--- config.mk ---
export PLATFORM = sky130hd
export DESIGN_NAME = roi_weighted_luma_pid_exposure_top
export DESIGN_NICKNAME = d
export VERILOG_FILES = /design/src/rtl/rwlpe_pkg.sv /design/src/rtl/roi_weighted_luma_pid_exposure_top.sv /design/src/rtl/rwlpe_div.sv /design/src/rtl/rwlpe_ctrl.sv /design/src/rtl/rwlpe_datapath.sv
export SDC_FILE = /design/constraint.sdc
export NUM_CORES = 2
export LEC_CHECK = 0
export ABC_AREA = 1
export ABC_CLOCK_PERIOD_IN_PS = 22500
export BUFFER_PORTS_ARGS = -buffer_cell sky130_fd_sc_hd__buf_4
export CAP_MARGIN = 5
export CELL_PAD_IN_SITES_DETAIL_PLACEMENT = 1
export CELL_PAD_IN_SITES_GLOBAL_PLACEMENT = 1
export CORE_ASPECT_RATIO = 1.2
export CORE_MARGIN = 4
export CORE_UTILIZATION = 35
export CTS_BUF_LIST = sky130_fd_sc_hd__clkbuf_8
export DETAILED_ROUTE_END_ITERATION = 8
export PLACE_DENSITY = 0.74
export SYNTH_ARGS = -nofsm -noshare
export SYNTH_HDL_FRONTEND = slang
export SYNTH_SLANG_ARGS = --single-unit
--- constraint.sdc ---
create_clock -name clock -period 22.5 [get_ports clock]
set_clock_uncertainty 0.15 [all_clocks]
set_input_delay 4.5 -clock clock [delete_from_list [all_inputs] [get_ports clock]]
set_output_delay 4.5 -clock clock [all_outputs]
set_load 0.01 [all_outputs]
--- src/rtl/rwlpe_pkg.sv ---
`timescale 1ns / 1ps
// Shared types and constants of the ROI-weighted luma PID exposure block.
// Used by the controller, the datapath and the top level.
package rwlpe_pkg;

   localparam int REQ_TDATA_W  = 56;
   localparam int RSP_TDATA_W  = 40;
   localparam int CSR_INDEX_W  = 3;
   localparam int CSR_DATA_W   = 20;

   localparam int SUM_W        = 48;
   localparam int TOTAL_W      = 40;
   localparam int QUOT_W       = 17;
   localparam int ERR_W        = 18;
   localparam int EXPO_W       = 20;
   localparam int WEIGHT_W     = 24;

   localparam int INTEG_LIMIT  = 128000;
   localparam int RECIP_5      = 205;
   localparam int GAIN_FLOOR   = 40;

   localparam logic [CSR_INDEX_W-1:0] CSR_TARGET_LUMA  = 3'd0;
   localparam logic [CSR_INDEX_W-1:0] CSR_EXPO_MIN     = 3'd1;
   localparam logic [CSR_INDEX_W-1:0] CSR_EXPO_MAX     = 3'd2;
   localparam logic [CSR_INDEX_W-1:0] CSR_START_EXPO   = 3'd3;
   localparam logic [CSR_INDEX_W-1:0] CSR_FRAME_WIDTH  = 3'd4;
   localparam logic [CSR_INDEX_W-1:0] CSR_FRAME_HEIGHT = 3'd5;

   typedef struct packed {
      logic latch_roi;
      logic calc_dist;
      logic div_start;
      logic div_measure;
      logic mult_gain;
      logic calc_weight;
      logic accumulate;
      logic pid_err;
      logic pid_adj;
      logic finish;
   } rwlpe_cmd_type;

   typedef struct packed {
      logic frame_open;
      logic last;
      logic div_busy;
      logic out_free;
   } rwlpe_status_type;

endpackage

--- src/rtl/roi_weighted_luma_pid_exposure_top.sv ---
`timescale 1ns / 1ps
// Top level of the ROI-weighted luma PID exposure block.
// Depends on rwlpe_pkg, rwlpe_ctrl and rwlpe_datapath.
//
//  channel  dir  handshake           payload
//  req_     in   tvalid/tready       tdata pixel and ROI fields, tlast frame end
//  rsp_     out  tvalid/tready       tdata new exposure and measured luma
//  csr_     in   we                  index, wdata
//
// A pixel runs through the distance, the 17-step divider for the ROI proximity, the gain
// product, the weight and the accumulation; the first of a frame latches the ROI before that.
// The last pixel of a frame goes on to the mean-luma division and the PID step.
// Reset is synchronous and restores all settings.
// A result waiting on rsp_tready holds only the next frame end; pixels still flow.
module roi_weighted_luma_pid_exposure_top #(
   parameter int MAX_WIDTH  = 256,
   parameter int MAX_HEIGHT = 256
) (
   input  logic                               clock,
   input  logic                               reset,
   input  logic                               req_tvalid,
   output logic                               req_tready,
   // gray level, roi_x_frac, roi_y_frac, roi_strength
   input  logic [rwlpe_pkg::REQ_TDATA_W-1:0]  req_tdata,
   input  logic                               req_tlast,
   output logic                               rsp_tvalid,
   input  logic                               rsp_tready,
   // new_exposure, measured_luma, zero pad
   output logic [rwlpe_pkg::RSP_TDATA_W-1:0]  rsp_tdata,
   input  logic                               csr_we,
   input  logic [rwlpe_pkg::CSR_INDEX_W-1:0]  csr_index,
   input  logic [rwlpe_pkg::CSR_DATA_W-1:0]   csr_wdata
);
   import rwlpe_pkg::*;

   rwlpe_cmd_type    cmd;
   rwlpe_status_type status;

   rwlpe_ctrl u_ctrl (
      .clock      (clock),
      .reset      (reset),
      .req_tvalid (req_tvalid),
      .req_tready (req_tready),
      .status     (status),
      .cmd        (cmd)
   );

   rwlpe_datapath #(
      .MAX_WIDTH  (MAX_WIDTH),
      .MAX_HEIGHT (MAX_HEIGHT)
   ) u_datapath (
      .clock      (clock),
      .reset      (reset),
      .req_tvalid (req_tvalid),
      .req_tready (req_tready),
      .req_tdata  (req_tdata),
      .req_tlast  (req_tlast),
      .rsp_tvalid (rsp_tvalid),
      .rsp_tready (rsp_tready),
      .rsp_tdata  (rsp_tdata),
      .csr_we     (csr_we),
      .csr_index  (csr_index),
      .csr_wdata  (csr_wdata),
      .cmd        (cmd),
      .status     (status)
   );

endmodule

--- src/rtl/rwlpe_div.sv ---
`timescale 1ns / 1ps
// Restoring divider, one quotient bit per cycle, 17 quotient bits.
// Depends on rwlpe_pkg.
module rwlpe_div (
   input  logic                            clock,
   input  logic                            reset,
   input  logic                            start,
   input  logic [rwlpe_pkg::TOTAL_W-1:0]   rem_init,
   input  logic [rwlpe_pkg::QUOT_W-1:0]    low_bits,
   input  logic [rwlpe_pkg::TOTAL_W-1:0]   divisor,
   output logic                            busy,
   output logic [rwlpe_pkg::QUOT_W-1:0]    quotient
);
   import rwlpe_pkg::*;

   localparam int CNT_W = $clog2(QUOT_W + 1);

   logic [TOTAL_W-1:0] rem_ff, rem_in;
   logic [QUOT_W-1:0]  quo_ff, quo_in;
   logic [TOTAL_W-1:0] div_ff, div_in;
   logic [CNT_W-1:0]   cnt_ff, cnt_in;
   logic [TOTAL_W:0]   trial;
   logic               ge;

   always_comb begin
      trial  = {rem_ff, quo_ff[QUOT_W-1]};
      ge     = trial >= {1'b0, div_ff};
      rem_in = rem_ff;
      quo_in = quo_ff;
      div_in = div_ff;
      cnt_in = cnt_ff;
      if (start) begin
         rem_in = rem_init;
         quo_in = low_bits;
         div_in = divisor;
         cnt_in = CNT_W'(QUOT_W);
      end else if (cnt_ff != '0) begin
         rem_in = ge ? TOTAL_W'(trial - {1'b0, div_ff}) : trial[TOTAL_W-1:0];
         quo_in = {quo_ff[QUOT_W-2:0], ge};
         cnt_in = cnt_ff - 1'b1;
      end
   end

   always_ff @(posedge clock) begin
      if (reset) begin
         cnt_ff <= '0;
      end else begin
         cnt_ff <= cnt_in;
      end
      rem_ff <= rem_in;
      quo_ff <= quo_in;
      div_ff <= div_in;
   end

   assign busy     = cnt_ff != '0;
   assign quotient = quo_ff;

endmodule

--- src/rtl/rwlpe_ctrl.sv ---
`timescale 1ns / 1ps
// Sequencer for one pixel and for the frame-end PID step.
// Depends on rwlpe_pkg; drives the datapath through command signals.
module rwlpe_ctrl (
   input  logic                        clock,
   input  logic                        reset,
   input  logic                        req_tvalid,
   output logic                        req_tready,
   input  rwlpe_pkg::rwlpe_status_type status,
   output rwlpe_pkg::rwlpe_cmd_type    cmd
);
   import rwlpe_pkg::*;

   typedef enum logic [3:0] {
      S_IDLE, S_LATCH, S_DIST, S_DIVP, S_WAITP, S_MULT, S_WEIGHT, S_ACCUM,
      S_DIVM, S_WAITM, S_PID1, S_PID2, S_DONE
   } state_type;

   state_type state_ff, state_in;

   always_comb begin
      state_in = state_ff;
      cmd      = '0;
      unique case (state_ff)
         S_IDLE: begin
            if (req_tvalid) state_in = status.frame_open ? S_DIST : S_LATCH;
         end
         S_LATCH: begin
            cmd.latch_roi = 1'b1;
            state_in      = S_DIST;
         end
         S_DIST: begin
            cmd.calc_dist = 1'b1;
            state_in      = S_DIVP;
         end
         S_DIVP: begin
            cmd.div_start = 1'b1;
            state_in      = S_WAITP;
         end
         S_WAITP: begin
            if (!status.div_busy) state_in = S_MULT;
         end
         S_MULT: begin
            cmd.mult_gain = 1'b1;
            state_in      = S_WEIGHT;
         end
         S_WEIGHT: begin
            cmd.calc_weight = 1'b1;
            state_in        = S_ACCUM;
         end
         S_ACCUM: begin
            cmd.accumulate = 1'b1;
            state_in       = status.last ? S_DIVM : S_IDLE;
         end
         S_DIVM: begin
            cmd.div_start   = 1'b1;
            cmd.div_measure = 1'b1;
            state_in        = S_WAITM;
         end
         S_WAITM: begin
            if (!status.div_busy) state_in = S_PID1;
         end
         S_PID1: begin
            cmd.pid_err = 1'b1;
            state_in    = S_PID2;
         end
         S_PID2: begin
            cmd.pid_adj = 1'b1;
            state_in    = S_DONE;
         end
         S_DONE: begin
            cmd.finish = status.out_free;
            if (status.out_free) state_in = S_IDLE;
         end
         default: state_in = S_IDLE;
      endcase
   end

   always_ff @(posedge clock) begin
      if (reset) begin
         state_ff <= S_IDLE;
      end else begin
         state_ff <= state_in;
      end
   end

   assign req_tready = state_ff == S_IDLE;

endmodule

--- src/rtl/rwlpe_datapath.sv ---
`timescale 1ns / 1ps
// Datapath: settings, pixel counters, ROI weight, accumulators, PID and output register.
// Depends on rwlpe_pkg and rwlpe_div.
module rwlpe_datapath #(
   parameter int MAX_WIDTH  = 256,
   parameter int MAX_HEIGHT = 256
) (
   input  logic                                 clock,
   input  logic                                 reset,
   input  logic                                 req_tvalid,
   input  logic                                 req_tready,
   input  logic [rwlpe_pkg::REQ_TDATA_W-1:0]    req_tdata,
   input  logic                                 req_tlast,
   output logic                                 rsp_tvalid,
   input  logic                                 rsp_tready,
   output logic [rwlpe_pkg::RSP_TDATA_W-1:0]    rsp_tdata,
   input  logic                                 csr_we,
   input  logic [rwlpe_pkg::CSR_INDEX_W-1:0]    csr_index,
   input  logic [rwlpe_pkg::CSR_DATA_W-1:0]     csr_wdata,
   input  rwlpe_pkg::rwlpe_cmd_type             cmd,
   output rwlpe_pkg::rwlpe_status_type          status
);
   import rwlpe_pkg::*;

   localparam int CW = $clog2(MAX_WIDTH);
   localparam int RW = $clog2(MAX_HEIGHT);
   localparam int XW = $clog2(MAX_WIDTH + 1);
   localparam int YW = $clog2(MAX_HEIGHT + 1);
   localparam int DW = (XW > YW) ? XW : YW;
   localparam int NW = 2 * DW + 6;

   // settings
   logic [7:0]        target_ff;
   logic [EXPO_W-1:0] min_ff, max_ff, expo_ff;
   logic [8:0]        fw_ff, fh_ff;

   // captured request
   logic [7:0]  luma_ff;
   logic [15:0] rx_ff, ry_ff, rs_ff;
   logic        last_ff;

   // frame state
   logic [CW-1:0]      col_ff;
   logic [RW-1:0]      row_ff;
   logic [CW-1:0]      roi_col_ff;
   logic [RW-1:0]      roi_row_ff;
   logic [15:0]        gain_ff;
   logic               open_ff;
   logic [SUM_W-1:0]   sum_ff;
   logic [TOTAL_W-1:0] total_ff;
   logic signed [ERR_W-1:0] integ_ff, prev_ff;

   // working registers
   logic [NW-1:0]       num_ff, dd_ff;
   logic [31:0]         prod_ff;
   logic [WEIGHT_W-1:0] weight_ff;
   logic [QUOT_W-1:0]   meas_ff;
   logic signed [21:0]  v_ff;
   logic signed [8:0]   adj_ff;

   logic               rsp_valid_ff;
   logic [EXPO_W-1:0]  rsp_expo_ff;
   logic [15:0]        rsp_meas_ff;

   logic [XW-1:0] w_eff;
   logic [YW-1:0] h_eff;
   logic [16+XW-1:0] roi_x_prod;
   logic [16+YW-1:0] roi_y_prod;
   logic signed [CW:0] dx;
   logic signed [RW:0] dy;
   logic signed [NW-1:0] d2, dd, num;
   logic [34:0]        prod5;
   logic [31:0]        luma_w;
   logic [SUM_W:0]     sum_next;
   logic [TOTAL_W:0]   total_next;
   logic signed [18:0] err;
   logic signed [19:0] isum;
   logic signed [ERR_W-1:0] integ_new;
   logic signed [21:0] e22, p22, i22, vsum;
   logic [21:0]        mag;
   logic [17:0]        recip_prod;
   logic [7:0]         quot5;
   logic signed [21:0] nx;
   logic [EXPO_W-1:0]  expo_next;
   logic               out_free;

   logic               div_busy;
   logic [QUOT_W-1:0]  div_quot;
   logic [TOTAL_W-1:0] div_rem_init, div_divisor;
   logic [QUOT_W-1:0]  div_low;

   always_comb begin
      if (fw_ff == '0) w_eff = XW'(1);
      else if (32'(fw_ff) > MAX_WIDTH) w_eff = XW'(MAX_WIDTH);
      else w_eff = XW'(fw_ff);
      if (fh_ff == '0) h_eff = YW'(1);
      else if (32'(fh_ff) > MAX_HEIGHT) h_eff = YW'(MAX_HEIGHT);
      else h_eff = YW'(fh_ff);

      roi_x_prod = (16+XW)'(rx_ff) * (16+XW)'(w_eff);
      roi_y_prod = (16+YW)'(ry_ff) * (16+YW)'(h_eff);

      dx  = $signed({1'b0, col_ff}) - $signed({1'b0, roi_col_ff});
      dy  = $signed({1'b0, row_ff}) - $signed({1'b0, roi_row_ff});
      d2  = NW'(dx) * NW'(dx) + NW'(dy) * NW'(dy);
      dd  = $signed(NW'(w_eff) * NW'(w_eff) + NW'(h_eff) * NW'(h_eff));
      num = dd - ((d2 <<< 3) + (d2 <<< 1));

      prod5      = (35'(prod_ff) << 2) + 35'(prod_ff);
      luma_w     = 32'(luma_ff) * 32'(weight_ff);
      sum_next   = {1'b0, sum_ff} + (SUM_W+1)'(luma_w);
      total_next = {1'b0, total_ff} + (TOTAL_W+1)'(weight_ff);

      err  = $signed({3'b0, target_ff, 8'b0}) - $signed({2'b0, div_quot});
      isum = $signed({{2{integ_ff[ERR_W-1]}}, integ_ff}) + $signed({err[18], err});
      if (isum > $signed(20'(INTEG_LIMIT))) integ_new = ERR_W'(INTEG_LIMIT);
      else if (isum < -$signed(20'(INTEG_LIMIT))) integ_new = -ERR_W'(INTEG_LIMIT);
      else integ_new = ERR_W'(isum);
      e22  = 22'(err);
      p22  = 22'(prev_ff);
      i22  = 22'(integ_new);
      vsum = (e22 <<< 3) + (e22 <<< 1) + e22 - (p22 <<< 1) + i22;

      mag        = v_ff[21] ? 22'(-v_ff) : v_ff;
      recip_prod = 18'(mag[19:10]) * 18'(RECIP_5);
      quot5      = recip_prod[17:10];

      nx = $signed({2'b0, expo_ff}) + 22'(adj_ff);
      if (nx < $signed({2'b0, min_ff})) nx = $signed({2'b0, min_ff});
      if (nx > $signed({2'b0, max_ff})) nx = $signed({2'b0, max_ff});
      expo_next = nx[EXPO_W-1:0];

      if (cmd.div_measure) begin
         div_rem_init = TOTAL_W'(sum_ff[SUM_W-1:9]);
         div_low      = {sum_ff[8:0], 8'b0};
         div_divisor  = total_ff;
      end else begin
         div_rem_init = TOTAL_W'(num_ff >> 1);
         div_low      = {num_ff[0], 16'b0};
         div_divisor  = TOTAL_W'(dd_ff);
      end
      out_free = !rsp_valid_ff || rsp_tready;
   end

   rwlpe_div u_div (
      .clock    (clock),
      .reset    (reset),
      .start    (cmd.div_start),
      .rem_init (div_rem_init),
      .low_bits (div_low),
      .divisor  (div_divisor),
      .busy     (div_busy),
      .quotient (div_quot)
   );

   always_ff @(posedge clock) begin
      if (reset) begin
         target_ff    <= 8'd128;
         min_ff       <= EXPO_W'(1);
         max_ff       <= '1;
         expo_ff      <= EXPO_W'(1000);
         fw_ff        <= 9'd240;
         fh_ff        <= 9'd135;
         col_ff       <= '0;
         row_ff       <= '0;
         roi_col_ff   <= '0;
         roi_row_ff   <= '0;
         gain_ff      <= '0;
         open_ff      <= 1'b0;
         sum_ff       <= '0;
         total_ff     <= '0;
         integ_ff     <= '0;
         prev_ff      <= '0;
         rsp_valid_ff <= 1'b0;
      end else begin
         if (csr_we) begin
            unique case (csr_index)
               CSR_TARGET_LUMA:  target_ff <= csr_wdata[7:0];
               CSR_EXPO_MIN:     min_ff    <= csr_wdata;
               CSR_EXPO_MAX:     max_ff    <= csr_wdata;
               CSR_START_EXPO:   expo_ff   <= csr_wdata;
               CSR_FRAME_WIDTH:  fw_ff     <= csr_wdata[8:0];
               CSR_FRAME_HEIGHT: fh_ff     <= csr_wdata[8:0];
               default: ;
            endcase
         end
         if (cmd.latch_roi) begin
            roi_col_ff <= roi_x_prod[16+CW-1:16];
            roi_row_ff <= roi_y_prod[16+RW-1:16];
            gain_ff    <= rs_ff;
            open_ff    <= 1'b1;
         end
         if (cmd.accumulate) begin
            sum_ff   <= sum_next[SUM_W] ? '1 : sum_next[SUM_W-1:0];
            total_ff <= total_next[TOTAL_W] ? '1 : total_next[TOTAL_W-1:0];
            if ((XW+1)'(col_ff) + 1'b1 >= (XW+1)'(w_eff)) begin
               col_ff <= '0;
               row_ff <= ((YW+1)'(row_ff) + 1'b1 >= (YW+1)'(h_eff)) ? '0 : row_ff + 1'b1;
            end else begin
               col_ff <= col_ff + 1'b1;
            end
         end
         if (cmd.pid_err) begin
            integ_ff <= integ_new;
            prev_ff  <= ERR_W'(err);
         end
         if (cmd.finish || (rsp_valid_ff && rsp_tready)) rsp_valid_ff <= cmd.finish;
         if (cmd.finish) begin
            expo_ff      <= expo_next;
            col_ff       <= '0;
            row_ff       <= '0;
            sum_ff       <= '0;
            total_ff     <= '0;
            open_ff      <= 1'b0;
         end
      end
      if (req_tvalid && req_tready) begin
         luma_ff <= req_tdata[7:0];
         rx_ff   <= req_tdata[23:8];
         ry_ff   <= req_tdata[39:24];
         rs_ff   <= req_tdata[55:40];
         last_ff <= req_tlast;
      end
      if (cmd.calc_dist) begin
         dd_ff  <= dd;
         num_ff <= (num > 0) ? num : '0;
      end
      if (cmd.mult_gain) prod_ff <= 32'(gain_ff) * 32'(div_quot);
      if (cmd.calc_weight) begin
         weight_ff <= (32'(gain_ff) > GAIN_FLOOR)
                      ? WEIGHT_W'(24'h010000 + 24'(prod5[34:12])) : WEIGHT_W'(24'h010000);
      end
      if (cmd.pid_err) begin
         meas_ff <= div_quot;
         v_ff    <= vsum;
      end
      if (cmd.pid_adj) adj_ff <= v_ff[21] ? -$signed({1'b0, quot5}) : $signed({1'b0, quot5});
      if (cmd.finish) begin
         rsp_expo_ff <= expo_next;
         rsp_meas_ff <= meas_ff[15:0];
      end
   end

   assign status.frame_open = open_ff;
   assign status.last       = last_ff;
   assign status.div_busy   = div_busy;
   assign status.out_free   = out_free;

   assign rsp_tvalid = rsp_valid_ff;
   assign rsp_tdata  = {4'b0, rsp_meas_ff, rsp_expo_ff};

`ifndef SYNTHESIS
   a_expo_max: assert property (@(posedge clock) disable iff (reset)
      rsp_valid_ff |-> rsp_expo_ff <= max_ff)
      else $error("exposure above maximum");
   a_total_nonzero: assert property (@(posedge clock) disable iff (reset)
      (cmd.div_start && cmd.div_measure) |-> total_ff != '0)
      else $error("mean taken over empty frame");
   a_frame_closed: assert property (@(posedge clock) disable iff (reset)
      $rose(rsp_valid_ff) |-> !open_ff && sum_ff == '0)
      else $error("frame state not cleared with result");
`endif

endmodule
# [Yosys cells after proc, flatten, opt, wreduce, memory -nomap -nowiden]
# Index checks and enable logic that the tools add are counted.
[classes] n_lt_le_gt_ge=11 mux=44 eq_ne=21 n_reduce_logical=24 multipliers=9 addsub=25
[ops] cell="two-way mux 40 bit" n=4
[ops] cell="two-way mux 20 bit" n=5
[ops] cell="multiplier 9 x 9 -> 18 bit" n=4
[ops] cell="one-hot mux 4 bit (13 select lines)" n=1
[ops] cell="two-way mux 17 bit" n=3
[ops] cell="adder 48 x 32 -> 49 bit" n=1
[ops] cell="multiplier 16 x 9 -> 24 bit" n=2
[ops] cell="two-way mux 48 bit" n=1
[ops] cell="adder 22 x 18 -> 22 bit" n=2
[ops] cell="adder 40 x 24 -> 41 bit" n=1
[ops] cell=">= comparator 41 x 40 -> 1 bit" n=1
[ops] cell="subtractor 40 bit" n=1
[ops] cell="two-way mux 39 bit" n=1
[ops] cell="adder 18 x 18 -> 19 bit" n=2
[ops] cell="two-way mux 18 bit" n=2
[ops] cell="two-way mux 9 bit" n=4
[ops] cell="adder 34 x 32 -> 35 bit" n=1
[ops] cell="multiplier 16 x 17 -> 32 bit" n=1
[ops] cell="multiplier 8 x 24 -> 32 bit" n=1
[ops] cell="adder 17 x 23 -> 24 bit (first input constant)" n=1
[ops] cell="adder 24 bit" n=1
[ops] cell="greater-than comparator 24 x 1 -> 1 bit (second input constant)" n=1
[ops] cell="two-way mux 24 bit" n=1
[ops] cell="two-way mux 8 bit" n=3
[ops] cell="other kinds (45)" n=89
[word_totals] ff_bits=610 out_inout_bits=42

# [Depth between registers and ports, before layout]
[depth] word_depth=7 mapped_depth=62

# [Hierarchy]
# A second synthesis with hierarchy kept.
[hier_totals] cells_unflattened=9519 hier_area_um2=74888.1
[by_module_without_submodules] mod="rwlpe_datapath" cells_each=8318 area_per_inst_um2=66673.9 n_inst=1 seq_area_each_um2=12351.8
[by_module_without_submodules] mod="rwlpe_div" cells_each=1133 area_per_inst_um2=7842.5 n_inst=1 seq_area_each_um2=3012.9
[by_module_without_submodules] mod="rwlpe_ctrl" cells_each=68 area_per_inst_um2=371.6 n_inst=1 seq_area_each_um2=80.1

# [Worst setup path after synthesis]
# No wires, ideal clock.
[synth_timing] path_type="reg-to-reg" startpoint="reg u_datapath.col_ff[0]" endpoint="reg u_datapath.num_ff[19], data pin" setup_time_ns=0.259 arrival_time_ns=9.226 slack_ns=12.866 stages_incl_launch_ff=56 cell_sequence="dfxtp_1 -> inv_1 -> ha_1 -> inv_1 -> fa_1 -> nand3_1 -> and2_1 -> or2_1 -> nand2_1 -> a21oi_1 -> or2_1 -> nand2_1 -> a21o_1 -> buf_2 -> nor2_1 -> inv_1 -> fa_1 -> fa_1 -> [... 20 more ...] -> inv_1 -> fa_1 -> inv_1 -> ha_1 -> nand2_1 -> nand2_1 -> o21bai_1 -> a221oi_1 -> nand3_1 -> nand2_1 -> nand2_1 -> inv_1 -> nand3_1 -> nor2_1 -> nand2_1 -> nand2_2 -> buf_4 -> nor2_1"
[synth_via] elab_chain_len=6
[synth_lines] element="from (decl)" line="rwlpe_datapath.sv:43" source="logic [CW-1:0] col_ff;"
[synth_lines] element="from (signal assigned)" line="rwlpe_datapath.sv:200" source="col_ff <= col_ff + 1'b1;"
[synth_lines] element="subtractor 8 x 8 -> 9 bit *" line="rwlpe_datapath.sv:103" source="dx = $signed({1'b0, col_ff}) - $signed({1'b0, roi_col_ff});"
[synth_lines] element="multiplier 9 x 9 -> 18 bit *" line="rwlpe_datapath.sv:105" source="d2 = NW'(dx) * NW'(dx) + NW'(dy) * NW'(dy);"
[synth_lines] element="adder 23 bit *" line="rwlpe_datapath.sv:105"
[synth_lines] element="adder 24 bit *" line="rwlpe_datapath.sv:107" source="num = dd - ((d2 <<< 3) + (d2 <<< 1));"
[synth_lines] element="subtractor 20 x 24 -> 24 bit *" line="rwlpe_datapath.sv:107"
[synth_lines] element="greater-than comparator 24 x 1 -> 1 bit" line="rwlpe_datapath.sv:226" source="num_ff <= (num > 0) ? num : '0;"
[synth_lines] element="to (signal assigned)" line="rwlpe_datapath.sv:226"
[synth_lines] element="to (decl)" line="rwlpe_datapath.sv:54" source="logic [NW-1:0] num_ff, dd_ff;"
# Every way passes the cells marked *; elsewhere a longest branch is shown, timed or not.
# A chain may end at the register's enable or synchronous reset.

# [Worst setup path in the final report]
[layout_timing] startpoint="reg u_datapath.row_ff[0]" endpoint="reg u_datapath.num_ff[4], data pin"
[layout_via] elab_chain_len=6
[layout_lines] element="from (decl)" line="rwlpe_datapath.sv:44" source="logic [RW-1:0] row_ff;"
[layout_lines] element="from (signal assigned)" line="rwlpe_datapath.sv:198" source="row_ff <= ((YW+1)'(row_ff) + 1'b1 >= (YW+1)'(h_eff)) ? '0 : row_ff + 1'b1;"
[layout_lines] element="subtractor 8 x 8 -> 9 bit *" line="rwlpe_datapath.sv:104" source="dy = $signed({1'b0, row_ff}) - $signed({1'b0, roi_row_ff});"
[layout_lines] element="multiplier 9 x 9 -> 18 bit *" line="rwlpe_datapath.sv:105"
[layout_lines] element="adder 23 bit *" line="rwlpe_datapath.sv:105"
[layout_lines] element="adder 24 bit *" line="rwlpe_datapath.sv:107"
[layout_lines] element="subtractor 20 x 24 -> 24 bit *" line="rwlpe_datapath.sv:107"
[layout_lines] element="greater-than comparator 24 x 1 -> 1 bit" line="rwlpe_datapath.sv:226"
# Marked as above.

==> out/results.ini <==
[clock_network]
clock_sinks=604
cts_setup_buffers=0
htreeDepth=3
cts_tree=built
clk_pin_slew_ns=0.06
cts.hold.buffers_added=0
cts.repair.resized=0
cts_made_buffers=112
clock-root-buffer=clkbuf_8
clockBufferDepth=3
clk_latency_ns=0.90

[yosys]
yosysMostFrequentCell=inv_1
synth_top_area_share_pct=23.50
synth_top_family_by_area=adder cells
synth_common_cells=1960 x inv_1, 1900 x nand2_1, 864 x fa_1
ys_seq_elements=604
synth_warnings=0
synth_fa_ha_area_share_pct=35.77
synthDistinctLibCells=65
synth-edff-count=335
synth.area.mux_share_pct=0
synth_compound_area_share_pct=10.95
syn_avg_cell_area_um2=7.943
synth-main-ff-cell=edfxtp_1
seq_area_frac_synth_pct=20.98
synth-simple-area-share_pct=16.98
synth_area_um2=73600
async_reset_ff_share_pct=0
synthTopCellsByArea=fa_1 23%, edfxtp_1 14%, ha_1 12%
yosys.area_share.xor_xnor_pct=3.617
synth_cells=9267
yosysTopAreaCell=fa_1

[place]
gp_congestion=0.9013
io_buffers=122
hpwl_mm=202.4

[finish]
drive_gt1_share_pct=4.378
seqCellArea_um2=15440
fillers=25580
area.growth.synth_to_final_pct=8.481
nets=10980
multi_input_comb_area_um2=49730

[die]
initial_core_util_pct=35.17
die_w_um=426.6
die_area_um2=217700
ios=127
coreArea_um2=209300
row_count=184
die_h_um=510.4

[global_route]
grt_antenna_before_repair=13
grt_pass1_vias=68960
grt-ovfl-total=0
grt_pass1_wl_mm=386.9
grt_usage_pct=22.66
grt_start_max_net_pins=70

[critical_path]
reg2reg_to=u_datapath.num_ff[4]
slowest_stage=fa_1
path_depth=51
critPathKind=register to register
path_buf_inv=12
crit_path_end_kind=register
cp-startpoint=u_datapath.row_ff[0]
crit_path_start_kind=register
critPathCapture=u_datapath.num_ff[4]
crit_family=adder cells
crit_fanout=22
cpPeakStageDelay_ns=0.54
r2r_cells=51
r2r-start=u_datapath.row_ff[0]
required_ns=22.95
worstPathArrival_ns=11.62
rrSetupSlack_ns=11.33
crit_path_frequent_cell=inv_1

[timing]
period_minus_slack_ns=11.17
finalCritPeriodShare_pct=49.63
rsz0062_at_grt=false
worst_pin_slew_ns=1.303
slew_headroom_pct=12.57
drv_slew=0
fin_setup_tns_ns=0
setup_viol_count_final=0
clock.fmax_mhz=89.55
finalHoldViolCount=0

[route]
drc=0
antenna_left=0
avgRoutedWirePerCell_um=20.21
vias_per_cell=5.076
totalWireLength_mm=246.7
via_count=61960
first_pass_iters=6
drt_iter0_drc=3276

[outcome]
run_status=finished, final reports clean

[worst_hold_path]
hold_class=register to register

[job]
cap_violations=0

-- layout make-up --
type	instances	share of cell area [%]
timing repair buffer	185	1.739
antenna	7	0.02194
clock buffer	123	2.120
multi-input combinational	6426	62.28
sequential	604	19.34
inverter	1983	9.327
tap	2790	4.372
clock inverter	89	0.7992
-- layout by cell type, fill, tap and decap left out, types with 66 or more instances in the layout --
cell	Yosys	layout
inv_1	1960	1998
o211ai_1	89	89
fa_1	864	864
a21oi_1	578	577
nor2_1	699	691
buf_4	14	185
edfxtp_1	335	335
nand3_1	275	275
xnor2_1	111	111
nor3_1	75	75
nand2_1	1900	1898
clkbuf_8	0	123
a31oi_1	66	66
xor2_1	193	193
ha_1	722	722
o21ai_0	402	398
dfxtp_1	269	269
-- flip-flops by register name, indices dropped and copies added (netlist names), 17 cells and up --
signal,cells
u_datapath.total_ff,40
u_datapath.prod_ff,32
u_datapath.num_ff,24
u_datapath.min_ff,20
u_datapath.u_div.rem_ff,40
u_datapath.dd_ff,19
u_datapath.weight_ff,24
u_datapath.v_ff,21
u_datapath.integ_ff,18
u_datapath.expo_ff,20
u_datapath.u_div.div_ff,40
u_datapath.prev_ff,18
u_datapath.u_div.quotient,17
u_datapath.rsp_expo_ff,20
u_datapath.sum_ff,48
u_datapath.max_ff,20
-- stage by stage --
| stage | worst slack [ns] | hold slack [ns] | utilization (%) | cells | instance area, um^2 |
|---|---|---|---|---|---|
| after CTS | 11.27 | 0.2618 | 38.15 | 12200 | 79830 |
| after floorplan | 12.87 | 0.2503 | - | 9293 | 73700 |
| after global routing | 10.51 | 0.2780 | 38.15 | 12210 | 79850 |
| after detailed placement | 11.38 | 0.2590 | 37.03 | 11990 | 77500 |
| final | 11.33 | 0.2646 | 38.15 | 12210 | 79850 |
| after global placement | 11.58 | 0.2532 | 37.03 | 11990 | 77500 |
-- cell families after synthesis --
| family | count (synthesis) |
|---|---|
| AOI/OAI and AO/OA | 1406 |
| xor gates and xnor gates | 304 |
| adders and majority gates | 1586 |
| buffers and inverters | 2263 |
| DFF | 604 |
| other | 2 |
| and+or+nand+nor | 3102 |
-- how the worst min path moves through the flow --
stage | startpoint | to | slack [ns] | cells after the start
floorplan | u_datapath.meas_ff[0] | u_datapath.rsp_meas_ff[0] | 0.25 | 0
global placement | u_datapath.meas_ff[2] | u_datapath.rsp_meas_ff[2] | 0.25 | 0
detailed placement | u_datapath.meas_ff[2] | u_datapath.rsp_meas_ff[2] | 0.26 | 0
CTS | u_datapath.meas_ff[0] | u_datapath.rsp_meas_ff[0] | 0.26 | 0
global route | u_datapath.meas_ff[0] | u_datapath.rsp_meas_ff[0] | 0.28 | 0
finish | u_datapath.meas_ff[0] | u_datapath.rsp_meas_ff[0] | 0.26 | 0
-- layer usage --
layer / global-route usage [%] / share of wire [%] / wire length, um / vias to the layer above
li1: - / - / - / 29180
met1: 27.14 / 42 / 102800 / 31400
met2: 41.40 / 51 / 125500 / 986
met3: 2.338 / 3.0 / 7514 / 397
met4: 9.174 / 4.4 / 10810 / 2
met5: 0 / 0.0069 / 17 / -
Power is left out: the tool's default activity adds up to more than one toggle a clock period on the data nets, which glitch-free logic cannot reach.
